===== src/hdl/hsv_range_pixel_ratio_detector_top_macros.svh =====
// assertion helpers shared by the detector modules
`ifndef HSV_RANGE_PIXEL_RATIO_DETECTOR_TOP_MACROS_SVH
`define HSV_RANGE_PIXEL_RATIO_DETECTOR_TOP_MACROS_SVH

// same-cycle implication, checked outside reset
`define HSVR_ASSERT_IMP(label, ante, cons, msg) \
   label: assert property (@(posedge clock) disable iff (reset) (ante) |-> (cons)) \
      else $error(msg);

// next-cycle implication, checked outside reset
`define HSVR_ASSERT_NXT(label, ante, cons, msg) \
   label: assert property (@(posedge clock) disable iff (reset) (ante) |=> (cons)) \
      else $error(msg);

`endif


===== src/hdl/hsvr_pkg.sv =====
`timescale 1ns / 1ps

package hsvr_pkg;

   localparam int PIX_W     = 8;
   localparam int CNT_W     = 21;
   localparam int LIMIT_W   = 17;
   localparam int Q16_SHIFT = 16;
   localparam int PROD_W    = LIMIT_W + CNT_W;
   localparam int CSR_IDX_W = 8;

   localparam longint MAX_PIXELS    = 1048576;
   localparam longint CNT_FIELD_MAX = (longint'(1) << CNT_W) - 1;
   localparam longint CNT_CAP_L     = (MAX_PIXELS < CNT_FIELD_MAX) ? MAX_PIXELS : CNT_FIELD_MAX;
   localparam logic [CNT_W-1:0] CNT_CAP = CNT_W'(CNT_CAP_L);

   // sky rules
   localparam logic [PIX_W-1:0] SKY_ZERO_HUE_VAL_MIN = PIX_W'(200);
   localparam logic [PIX_W-1:0] SKY_PALE_VAL_MIN     = PIX_W'(145);
   localparam logic [PIX_W-1:0] SKY_PALE_SAT_MAX     = PIX_W'(20);

   // register indexes
   localparam logic [CSR_IDX_W-1:0] REG_HUE_LOW     = CSR_IDX_W'(0);
   localparam logic [CSR_IDX_W-1:0] REG_HUE_HIGH    = CSR_IDX_W'(1);
   localparam logic [CSR_IDX_W-1:0] REG_SAT_LOW     = CSR_IDX_W'(2);
   localparam logic [CSR_IDX_W-1:0] REG_SAT_HIGH    = CSR_IDX_W'(3);
   localparam logic [CSR_IDX_W-1:0] REG_VAL_LOW     = CSR_IDX_W'(4);
   localparam logic [CSR_IDX_W-1:0] REG_VAL_HIGH    = CSR_IDX_W'(5);
   localparam logic [CSR_IDX_W-1:0] REG_SKY_MODE    = CSR_IDX_W'(6);
   localparam logic [CSR_IDX_W-1:0] REG_RATIO_LIMIT = CSR_IDX_W'(7);

   // register reset values
   localparam logic [PIX_W-1:0]   RST_HUE_LOW     = PIX_W'(0);
   localparam logic [PIX_W-1:0]   RST_HUE_HIGH    = PIX_W'(33);
   localparam logic [PIX_W-1:0]   RST_SAT_LOW     = PIX_W'(170);
   localparam logic [PIX_W-1:0]   RST_SAT_HIGH    = PIX_W'(255);
   localparam logic [PIX_W-1:0]   RST_VAL_LOW     = PIX_W'(100);
   localparam logic [PIX_W-1:0]   RST_VAL_HIGH    = PIX_W'(255);
   localparam logic               RST_SKY_MODE    = 1'b0;
   localparam logic [LIMIT_W-1:0] RST_RATIO_LIMIT = LIMIT_W'(32768);

   typedef struct packed {
      logic [PIX_W-1:0]   hue_low;
      logic [PIX_W-1:0]   hue_high;
      logic [PIX_W-1:0]   sat_low;
      logic [PIX_W-1:0]   sat_high;
      logic [PIX_W-1:0]   val_low;
      logic [PIX_W-1:0]   val_high;
      logic               sky_mode;
      logic [LIMIT_W-1:0] ratio_limit;
   } hsvr_cfg_type;

   // classified pixel
   typedef struct packed {
      logic hit;
      logic last;
   } hsvr_pix_type;

   // closed frame counts
   typedef struct packed {
      logic [CNT_W-1:0] match;
      logic [CNT_W-1:0] pixel;
   } hsvr_frame_type;

   function automatic logic [CNT_W-1:0] sat_inc(input logic [CNT_W-1:0] c);
      return (c < CNT_CAP) ? (c + CNT_W'(1)) : CNT_CAP;
   endfunction

endpackage


===== src/hdl/hsvr_csr.sv =====
`timescale 1ns / 1ps

module hsvr_csr
   import hsvr_pkg::*;
(
   input  logic                 clock,
   input  logic                 reset,
   input  logic                 csr_valid,
   output logic                 csr_ready,
   input  logic [CSR_IDX_W-1:0] csr_index,
   input  logic [LIMIT_W-1:0]   csr_data,
   output hsvr_cfg_type         cfg
);

   hsvr_cfg_type cfg_ff, cfg_in;

   assign csr_ready = 1'b1;
   assign cfg       = cfg_ff;

   always_comb begin
      cfg_in = cfg_ff;
      if (csr_valid) begin
         case (csr_index)
            REG_HUE_LOW:     cfg_in.hue_low     = csr_data[PIX_W-1:0];
            REG_HUE_HIGH:    cfg_in.hue_high    = csr_data[PIX_W-1:0];
            REG_SAT_LOW:     cfg_in.sat_low     = csr_data[PIX_W-1:0];
            REG_SAT_HIGH:    cfg_in.sat_high    = csr_data[PIX_W-1:0];
            REG_VAL_LOW:     cfg_in.val_low     = csr_data[PIX_W-1:0];
            REG_VAL_HIGH:    cfg_in.val_high    = csr_data[PIX_W-1:0];
            REG_SKY_MODE:    cfg_in.sky_mode    = csr_data[0];
            REG_RATIO_LIMIT: cfg_in.ratio_limit = csr_data;
            default:         cfg_in = cfg_ff;
         endcase
      end
   end

   always_ff @(posedge clock) begin
      if (reset) begin
         cfg_ff.hue_low     <= RST_HUE_LOW;
         cfg_ff.hue_high    <= RST_HUE_HIGH;
         cfg_ff.sat_low     <= RST_SAT_LOW;
         cfg_ff.sat_high    <= RST_SAT_HIGH;
         cfg_ff.val_low     <= RST_VAL_LOW;
         cfg_ff.val_high    <= RST_VAL_HIGH;
         cfg_ff.sky_mode    <= RST_SKY_MODE;
         cfg_ff.ratio_limit <= RST_RATIO_LIMIT;
      end else begin
         cfg_ff <= cfg_in;
      end
   end

endmodule


===== src/hdl/hsvr_classify.sv =====
`timescale 1ns / 1ps

module hsvr_classify
   import hsvr_pkg::*;
(
   input  logic             clock,
   input  logic             reset,
   input  hsvr_cfg_type     cfg,
   input  logic             req_valid,
   output logic             req_ready,
   input  logic [PIX_W-1:0] req_hue,
   input  logic [PIX_W-1:0] req_saturation,
   input  logic [PIX_W-1:0] req_brightness,
   input  logic             req_frame_end,
   input  logic             pix_go,
   output logic             pix_valid,
   output hsvr_pix_type     pix
);

   logic         valid_ff, valid_in;
   hsvr_pix_type pix_ff, pix_in;
   logic         in_box, sky_hit, take;

   assign req_ready = !valid_ff || pix_go;
   assign take      = req_valid && req_ready;

   always_comb begin
      in_box = (req_hue >= cfg.hue_low) && (req_hue <= cfg.hue_high) &&
               (req_saturation >= cfg.sat_low) && (req_saturation <= cfg.sat_high) &&
               (req_brightness >= cfg.val_low) && (req_brightness <= cfg.val_high);
      sky_hit = ((req_hue == '0) && (req_brightness > SKY_ZERO_HUE_VAL_MIN)) ||
                ((req_brightness > SKY_PALE_VAL_MIN) && (req_saturation < SKY_PALE_SAT_MAX));
      pix_in.hit  = in_box || (cfg.sky_mode && sky_hit);
      pix_in.last = req_frame_end;
      valid_in    = take || (valid_ff && !pix_go);
   end

   always_ff @(posedge clock) begin
      if (reset) begin
         valid_ff <= 1'b0;
      end else begin
         valid_ff <= valid_in;
      end
   end

   always_ff @(posedge clock) begin
      if (take) begin
         pix_ff <= pix_in;
      end
   end

   assign pix_valid = valid_ff;
   assign pix       = pix_ff;

endmodule


===== src/hdl/hsvr_counter.sv =====
`timescale 1ns / 1ps

`include "hsv_range_pixel_ratio_detector_top_macros.svh"

module hsvr_counter
   import hsvr_pkg::*;
(
   input  logic           clock,
   input  logic           reset,
   input  logic           pix_valid,
   input  hsvr_pix_type   pix,
   output logic           pix_go,
   output logic           frame_valid,
   output hsvr_frame_type frame,
   input  logic           frame_ready
);

   logic [CNT_W-1:0] match_cnt_ff, match_cnt_in;
   logic [CNT_W-1:0] pixel_cnt_ff, pixel_cnt_in;
   logic             fvalid_ff, fvalid_in;
   hsvr_frame_type   frame_ff, frame_in;
   logic [CNT_W-1:0] match_next, pixel_next;
   logic             frame_free, close;

   assign frame_free = !fvalid_ff || frame_ready;
   // only a frame-closing pixel needs room downstream
   assign pix_go     = pix_valid && (!pix.last || frame_free);
   assign close      = pix_go && pix.last;

   always_comb begin
      match_next   = pix.hit ? sat_inc(match_cnt_ff) : match_cnt_ff;
      pixel_next   = sat_inc(pixel_cnt_ff);
      match_cnt_in = match_cnt_ff;
      pixel_cnt_in = pixel_cnt_ff;
      if (pix_go) begin
         match_cnt_in = close ? '0 : match_next;
         pixel_cnt_in = close ? '0 : pixel_next;
      end
      frame_in.match = match_next;
      frame_in.pixel = pixel_next;
      fvalid_in      = close || (fvalid_ff && !frame_ready);
   end

   always_ff @(posedge clock) begin
      if (reset) begin
         match_cnt_ff <= '0;
         pixel_cnt_ff <= '0;
         fvalid_ff    <= 1'b0;
      end else begin
         match_cnt_ff <= match_cnt_in;
         pixel_cnt_ff <= pixel_cnt_in;
         fvalid_ff    <= fvalid_in;
      end
   end

   always_ff @(posedge clock) begin
      if (close) begin
         frame_ff <= frame_in;
      end
   end

   assign frame_valid = fvalid_ff;
   assign frame       = frame_ff;

   `HSVR_ASSERT_IMP(a_match_le_pixel, 1'b1, match_cnt_ff <= pixel_cnt_ff, "match count above pixel count")
   `HSVR_ASSERT_IMP(a_pixel_capped, 1'b1, pixel_cnt_ff <= CNT_CAP, "pixel count past cap")
   `HSVR_ASSERT_NXT(a_close_clears, close, (match_cnt_ff == '0) && (pixel_cnt_ff == '0), "counters not cleared at frame end")

endmodule


===== src/hdl/hsvr_decide.sv =====
`timescale 1ns / 1ps

`include "hsv_range_pixel_ratio_detector_top_macros.svh"

module hsvr_decide
   import hsvr_pkg::*;
(
   input  logic             clock,
   input  logic             reset,
   input  hsvr_cfg_type     cfg,
   input  logic             frame_valid,
   input  hsvr_frame_type   frame,
   output logic             frame_ready,
   output logic             rsp_valid,
   input  logic             rsp_ready,
   output logic             rsp_detected,
   output logic [CNT_W-1:0] rsp_match_total,
   output logic [CNT_W-1:0] rsp_pixel_total
);

   logic              pvalid_ff, pvalid_in;
   logic [PROD_W-1:0] prod_ff, prod_in;
   hsvr_frame_type    cnt_ff;
   logic              rvalid_ff, rvalid_in;
   logic              det_ff, det_in;
   logic [CNT_W-1:0]  match_ff, pixel_ff;
   logic [PROD_W-1:0] lhs;
   logic              out_en, p_free, p_load;

   assign out_en      = !rvalid_ff || rsp_ready;
   assign p_free      = !pvalid_ff || out_en;
   assign p_load      = frame_valid && p_free;
   assign frame_ready = p_free;

   always_comb begin
      prod_in   = PROD_W'(cfg.ratio_limit) * PROD_W'(frame.pixel);
      lhs       = PROD_W'(cnt_ff.match) << Q16_SHIFT;
      det_in    = cfg.sky_mode ? (lhs >= prod_ff) : (lhs > prod_ff);
      pvalid_in = p_free ? frame_valid : pvalid_ff;
      rvalid_in = out_en ? pvalid_ff : rvalid_ff;
   end

   always_ff @(posedge clock) begin
      if (reset) begin
         pvalid_ff <= 1'b0;
         rvalid_ff <= 1'b0;
      end else begin
         pvalid_ff <= pvalid_in;
         rvalid_ff <= rvalid_in;
      end
   end

   always_ff @(posedge clock) begin
      if (p_load) begin
         prod_ff <= prod_in;
         cnt_ff  <= frame;
      end
      if (out_en && pvalid_ff) begin
         det_ff   <= det_in;
         match_ff <= cnt_ff.match;
         pixel_ff <= cnt_ff.pixel;
      end
   end

   assign rsp_valid       = rvalid_ff;
   assign rsp_detected    = det_ff;
   assign rsp_match_total = match_ff;
   assign rsp_pixel_total = pixel_ff;

   `HSVR_ASSERT_NXT(a_prod_held, pvalid_ff && !out_en, pvalid_ff, "pending product dropped while stalled")
   `HSVR_ASSERT_IMP(a_det_needs_match, rvalid_ff && det_ff && (cfg.ratio_limit != '0), match_ff != '0, "detection with no matched pixel")
   `HSVR_ASSERT_IMP(a_total_order, rvalid_ff, match_ff <= pixel_ff, "result match total above pixel total")

endmodule


===== src/hdl/hsv_range_pixel_ratio_detector_top.sv =====
`timescale 1ns / 1ps

// HSV box pixel ratio detector. Takes one HSV pixel per clock and counts the pixels that fall in
// the programmed hue/saturation/value box (plus the bright-grey and zero-hue sky rules when
// sky_mode is set). The pixel with frame_end high closes the frame: it is counted, the matched
// fraction is compared against ratio_limit (unsigned Q1.16, strict in object mode, >= in sky
// mode) and one result with the detection flag and both saturating counts is sent; only that
// pixel makes a result. Throughput is one pixel per cycle. After the frame_end pixel transfers
// it passes the pixel register, then the count, threshold multiply and compare registers.
// A result held on rsp stalls req only when a frame_end pixel reaches the counter while the
// result, product and closed-frame registers all hold frames; other pixels keep flowing.
// Registers must be written through the csr port only while no frame is in flight; the block
// does not enforce this. Index 7 carries the full 17-bit limit.
module hsv_range_pixel_ratio_detector_top
   import hsvr_pkg::*;
(
   input  logic                 clock,
   input  logic                 reset,
   input  logic                 csr_valid,
   output logic                 csr_ready,
   input  logic [CSR_IDX_W-1:0] csr_index,
   input  logic [LIMIT_W-1:0]   csr_data,
   input  logic                 req_valid,
   output logic                 req_ready,
   input  logic [PIX_W-1:0]     req_hue,
   input  logic [PIX_W-1:0]     req_saturation,
   input  logic [PIX_W-1:0]     req_brightness,
   input  logic                 req_frame_end,
   output logic                 rsp_valid,
   input  logic                 rsp_ready,
   output logic                 rsp_detected,
   output logic [CNT_W-1:0]     rsp_match_total,
   output logic [CNT_W-1:0]     rsp_pixel_total
);

   hsvr_cfg_type   cfg;
   hsvr_pix_type   pix;
   hsvr_frame_type frame;
   logic           pix_valid, pix_go;
   logic           frame_valid, frame_ready;

   hsvr_csr u_csr (
      .clock     (clock),
      .reset     (reset),
      .csr_valid (csr_valid),
      .csr_ready (csr_ready),
      .csr_index (csr_index),
      .csr_data  (csr_data),
      .cfg       (cfg)
   );

   hsvr_classify u_classify (
      .clock          (clock),
      .reset          (reset),
      .cfg            (cfg),
      .req_valid      (req_valid),
      .req_ready      (req_ready),
      .req_hue        (req_hue),
      .req_saturation (req_saturation),
      .req_brightness (req_brightness),
      .req_frame_end  (req_frame_end),
      .pix_go         (pix_go),
      .pix_valid      (pix_valid),
      .pix            (pix)
   );

   hsvr_counter u_counter (
      .clock       (clock),
      .reset       (reset),
      .pix_valid   (pix_valid),
      .pix         (pix),
      .pix_go      (pix_go),
      .frame_valid (frame_valid),
      .frame       (frame),
      .frame_ready (frame_ready)
   );

   hsvr_decide u_decide (
      .clock           (clock),
      .reset           (reset),
      .cfg             (cfg),
      .frame_valid     (frame_valid),
      .frame           (frame),
      .frame_ready     (frame_ready),
      .rsp_valid       (rsp_valid),
      .rsp_ready       (rsp_ready),
      .rsp_detected    (rsp_detected),
      .rsp_match_total (rsp_match_total),
      .rsp_pixel_total (rsp_pixel_total)
   );

endmodule


===== config.mk =====
export PLATFORM = sky130hd
export DESIGN_NAME = hsv_range_pixel_ratio_detector_top
export DESIGN_NICKNAME = d
export VERILOG_FILES = /design/src/hdl/hsvr_pkg.sv /design/src/hdl/hsvr_csr.sv /design/src/hdl/hsvr_classify.sv /design/src/hdl/hsvr_counter.sv /design/src/hdl/hsvr_decide.sv /design/src/hdl/hsv_range_pixel_ratio_detector_top.sv
export VERILOG_INCLUDE_DIRS = /design/src /design/src/hdl
export SDC_FILE = /design/constraint.sdc
export NUM_CORES = 1
export LEC_CHECK = 0
export CAP_MARGIN = 0
export CORE_ASPECT_RATIO = 1.4
export CORE_MARGIN = 4
export CORE_UTILIZATION = 46
export DETAILED_ROUTE_END_ITERATION = 6
export DONT_BUFFER_PORTS = 1
export PLACE_DENSITY_LB_ADDON = 0.05
export SYNTH_ARGS = -nofsm -noshare
export SYNTH_HDL_FRONTEND = slang
export SYNTH_HIERARCHICAL = 1
export SYNTH_SLANG_ARGS = --single-unit

===== constraint.sdc =====
create_clock -name clock -period 6.46 [get_ports clock]
set_clock_uncertainty 0.15 [all_clocks]
set_input_delay 0.969 -clock clock [delete_from_list [all_inputs] [get_ports clock]]
set_output_delay 0.969 -clock clock [all_outputs]
set_load 0.05 [all_outputs]

==> run metrics <==
Crit path arrival time 6.48 ns; count of port buffers added during placement 0; die height 280.7 µm; Setup Viol. Count Final 0; required time of the critical path 6.65 ns; vias in the first global route 18.60k; Crit. path cell count 20; Design Area, Final 26680 µm²; Top FF cell, synth edfxtp_1; Routability Congestion 0.8681; placeable core area 52400 µm²; XOR/XNOR Fraction of Synth Area 1.900%; starting density of the core 46.62%; clock latency of the later-clocked register in the worst-skew pair 0.60 ns; leak pwr 12.18 nW; cell class contributing the biggest share of worst-path delay adder cells; Setup TNS 0 ns; Peak VDD IR 0.2267 mV; slew at the pin closest to its max-slew limit 1.182 ns; global route total overflow 0; Warnings, synthesis 6; IO Pins 101; Worst path most repeated cell fa_1; depth of the worst register-to-register path 20; die width 202.8 µm; Clock Path Buffers 3; sequential cell area fraction in the yosys report 29.71%; Sequential Area 7266 µm²; non-filler instance count after layout 3214; HPWL reported at the end of detailed placement 49.76 mm; cell breakdown of the critical path buf_6, and2_1, fa_1, inv_1, fa_1, inv_1, fa_1, fa_1, fa_1, inv_1, fa_1, inv_1, ha_1, and4_2, o2111ai_1, o21bai_4, a311oi_4, o21bai_2, a311oi_2, xor2_1; number of flops mapped to enable cells by yosys 167; # clock sinks 279; row cnt 99; uppermost layer routed met5; Seq cells post-synth 279; synthesized-area fraction occupied by ao, oa, aoi and oai cells 7.350%; combinational family with the most area after synthesis adder cells; fraction of power consumed by the clock network 46.6%; first-pass GRT wire length 101.2 mm; relative max-transition margin 20.61%; category of the critical setup timing path register to register; Layout Area Growth over Synthesis 9.193%; area after detailed placement 25430 µm²; area share of fa/ha/maj cells after synthesis 32.65%; DRT iter0 DRCs 847; cell count after placement 3142; number of pins with negative max-slew slack in the final report 0; Crit. End Element register; number of vias in the routed layout 17.11k; simple-gate share of the synthesized area 16.41%; maximum level of the CTS H-tree 1; P per Cell Area 149.4 nW/µm²; Setup crit start kind register; area of the multi-input gates 15030 µm²; number of max-capacitance violations reported 0; number of nets with antenna violations after routing 0; post-synthesis cell area 24430 µm²; pin count of the biggest net entering global routing 117; clock transition at the registers of the reported paths 0.06 ns; wire length on met1 24.96 mm; Post-Synthesis Cells 2466; wire length reported by the detailed router 63.96 mm; Tightest Hold Check Type register to register; net switching fraction of the power 23.38%; Hold Path Depth 0; Total Die Area 56910 µm²; fraction of final layout cells sized beyond drive strength 1 7.698%; CTS tree done; master of the slowest instance on the critical path fa_1; final cycle utilization of the critical path 97.38%; syn avg cell area 9.907 µm²; initial antenna violation count 1; Final Core Density 50.91%; portion of netlist area occupied by mux cells 2.878%; net count of the mapped netlist 2988; worst path bufs/invs 5; post-layout minimum cycle time 6.291 ns; part of the power in combinational logic 4.9%; global routing usage summed across all routing layers 22.69%; net count reported at finish 3005; n_diodes 0; Int Pwr 0.003054 W; met3 wire length 2.320 mm; CTS buffer count 31; Reg power frac 48.5%; switching power of the nets 0.0009319 W; RSZ-0062 raised after global routing yes; cell at the root of the clock tree clkbuf_16; met2 routed WL 33.64 mm; largest stage delay on the critical path 0.57 ns; total of hold buffers inserted after clock tree synthesis 0; outcome finished clean; total of fill cells in the finished design 4938; fmax 159.0 MHz; DRC viols 0; count of distinct cell types in the synthesized netlist 91; share of async-settable or async-resettable flops after synthesis 0%; number of failing hold endpoints at the final stage 0; worst-path fanout max 9; Pre-antenna DRT Iters 5; Avg WL per Cell 19.90 µm; via density per instance 5.325
worst paths after layout:
| kind | startpoint | to | slack [ns] |
|---|---|---|---|
| max | u_counter/frame[10] | u_decide/prod_ff[34] | 0.17 |
| min | u_counter/frame[41] | u_decide/cnt_ff[41] | 0.27 |
| max reg2reg | u_counter/frame[10] | u_decide/prod_ff[34] | 0.17 |
| min reg2reg | u_counter/frame[41] | u_decide/cnt_ff[41] | 0.27 |
metal layers:
metal,GRT usage (%),vias to the layer above
li1,-,8024
met1,26.39,8625
met2,42.50,319
met3,2.666,143
met4,8.971,2
met5,0,-
placed cells by master, fill, tap and decap left out, types with 38 or more instances in the layout:
cell | netlist | final
o21ai_0 | 39 | 38
nand2_1 | 272 | 272
nand2b_1 | 71 | 71
fa_1 | 284 | 284
inv_1 | 439 | 439
buf_4 | 8 | 87
dfxtp_1 | 112 | 105
and2_1 | 145 | 144
ha_1 | 183 | 183
mux2i_1 | 68 | 68
a21oi_1 | 89 | 89
nor2_1 | 99 | 99
edfxtp_1 | 167 | 167
cell families after synthesis:
family / after synthesis
compound gates: 273
xor+xnor: 53
fa+ha+maj: 467
buf+inv: 551
flops: 279
mux: 70
other cells: 1
simple gates: 772
cells in the mapped netlist (all sizes together), types with 15 or more instances:
cell / n / area, µm²
inv: 440 / 1652
fa: 284 / 5685
nand2: 273 / 1027
ha: 183 / 2290
edfxtp: 167 / 5015
and2: 147 / 922.1
dfxtp: 112 / 2242
nor2: 99 / 371.6
a21oi: 91 / 470.5
clkbuf: 84 / 375.4
nand2b: 71 / 444.2
mux2i: 68 / 680.7
o21ai: 48 / 244.0
xnor2: 37 / 324.1
nand4: 33 / 240.2
nand3: 29 / 155.2
a21o: 28 / 212.7
buf: 27 / 193.9
nor3: 19 / 95.09
nor2b: 16 / 100.1
nor4: 16 / 115.1
xor2: 16 / 140.1
a31oi: 15 / 93.84
stage by stage:
stage | setup WS [ns] | power (W) | hold WS, ns
final | 0.1692 | 0.003986 | 0.2660
after global routing | -0.05943 | 0.004129 | 0.2640
after CTS | 0.02551 | 0.004041 | 0.2504
after detailed placement | -0.06229 | 0.002164 | 0.2552
after global placement | 0.03585 | 0.002161 | 0.2512
after floorplan | 0.4243 | 0.002099 | 0.2503
what timing repair did:
item / in CTS / in global routing
gates resized for setup: 0 / 18
setup buffers: 4 / 11
pin swaps: 0 / 0
setup endpoints to repair: 3 / 12
power groups by stage:
stage | combinational (W) | clock (W) | sequential, W
2_1_floorplan | 0.000139 | 0 | 0.00196
3_3_place_gp | 0.000187 | 0 | 0.00197
3_5_place_dp | 0.000190 | 0 | 0.00197
4_1_cts | 0.000195 | 0.00191 | 0.00193
5_1_grt | 0.000219 | 0.00198 | 0.00193
6_report | 0.000196 | 0.00186 | 0.00193
area by class of cell:
class	count	area share (%)
inverters	440	6.191
repair buffers	95	3.016
flip-flops and latches	279	27.24
well taps	707	3.316
multi-input cells	1636	56.33
clock inverters	21	0.9334
clock buffers	36	2.978
flip-flops by register name, indices dropped and copies added, names as in the netlist:
| register | count |
|---|---|
| u_counter/pixel_cnt_ff | 21 |
| u_decide/cnt_ff | 42 |
| u_decide/rsp_match_total | 21 |
| u_decide/pvalid_ff | 1 |
| u_counter/frame | 42 |
| u_counter/frame_valid | 1 |
| u_decide/rsp_detected | 1 |
| u_classify/pix | 2 |
| u_counter/match_cnt_ff | 21 |
| u_classify/pix_valid | 1 |
| u_decide/prod_ff | 38 |
| u_csr/cfg | 66 |
| u_decide/rsp_pixel_total | 21 |
| u_decide/rsp_valid | 1 |
Power figures use the tool's default switching activity.
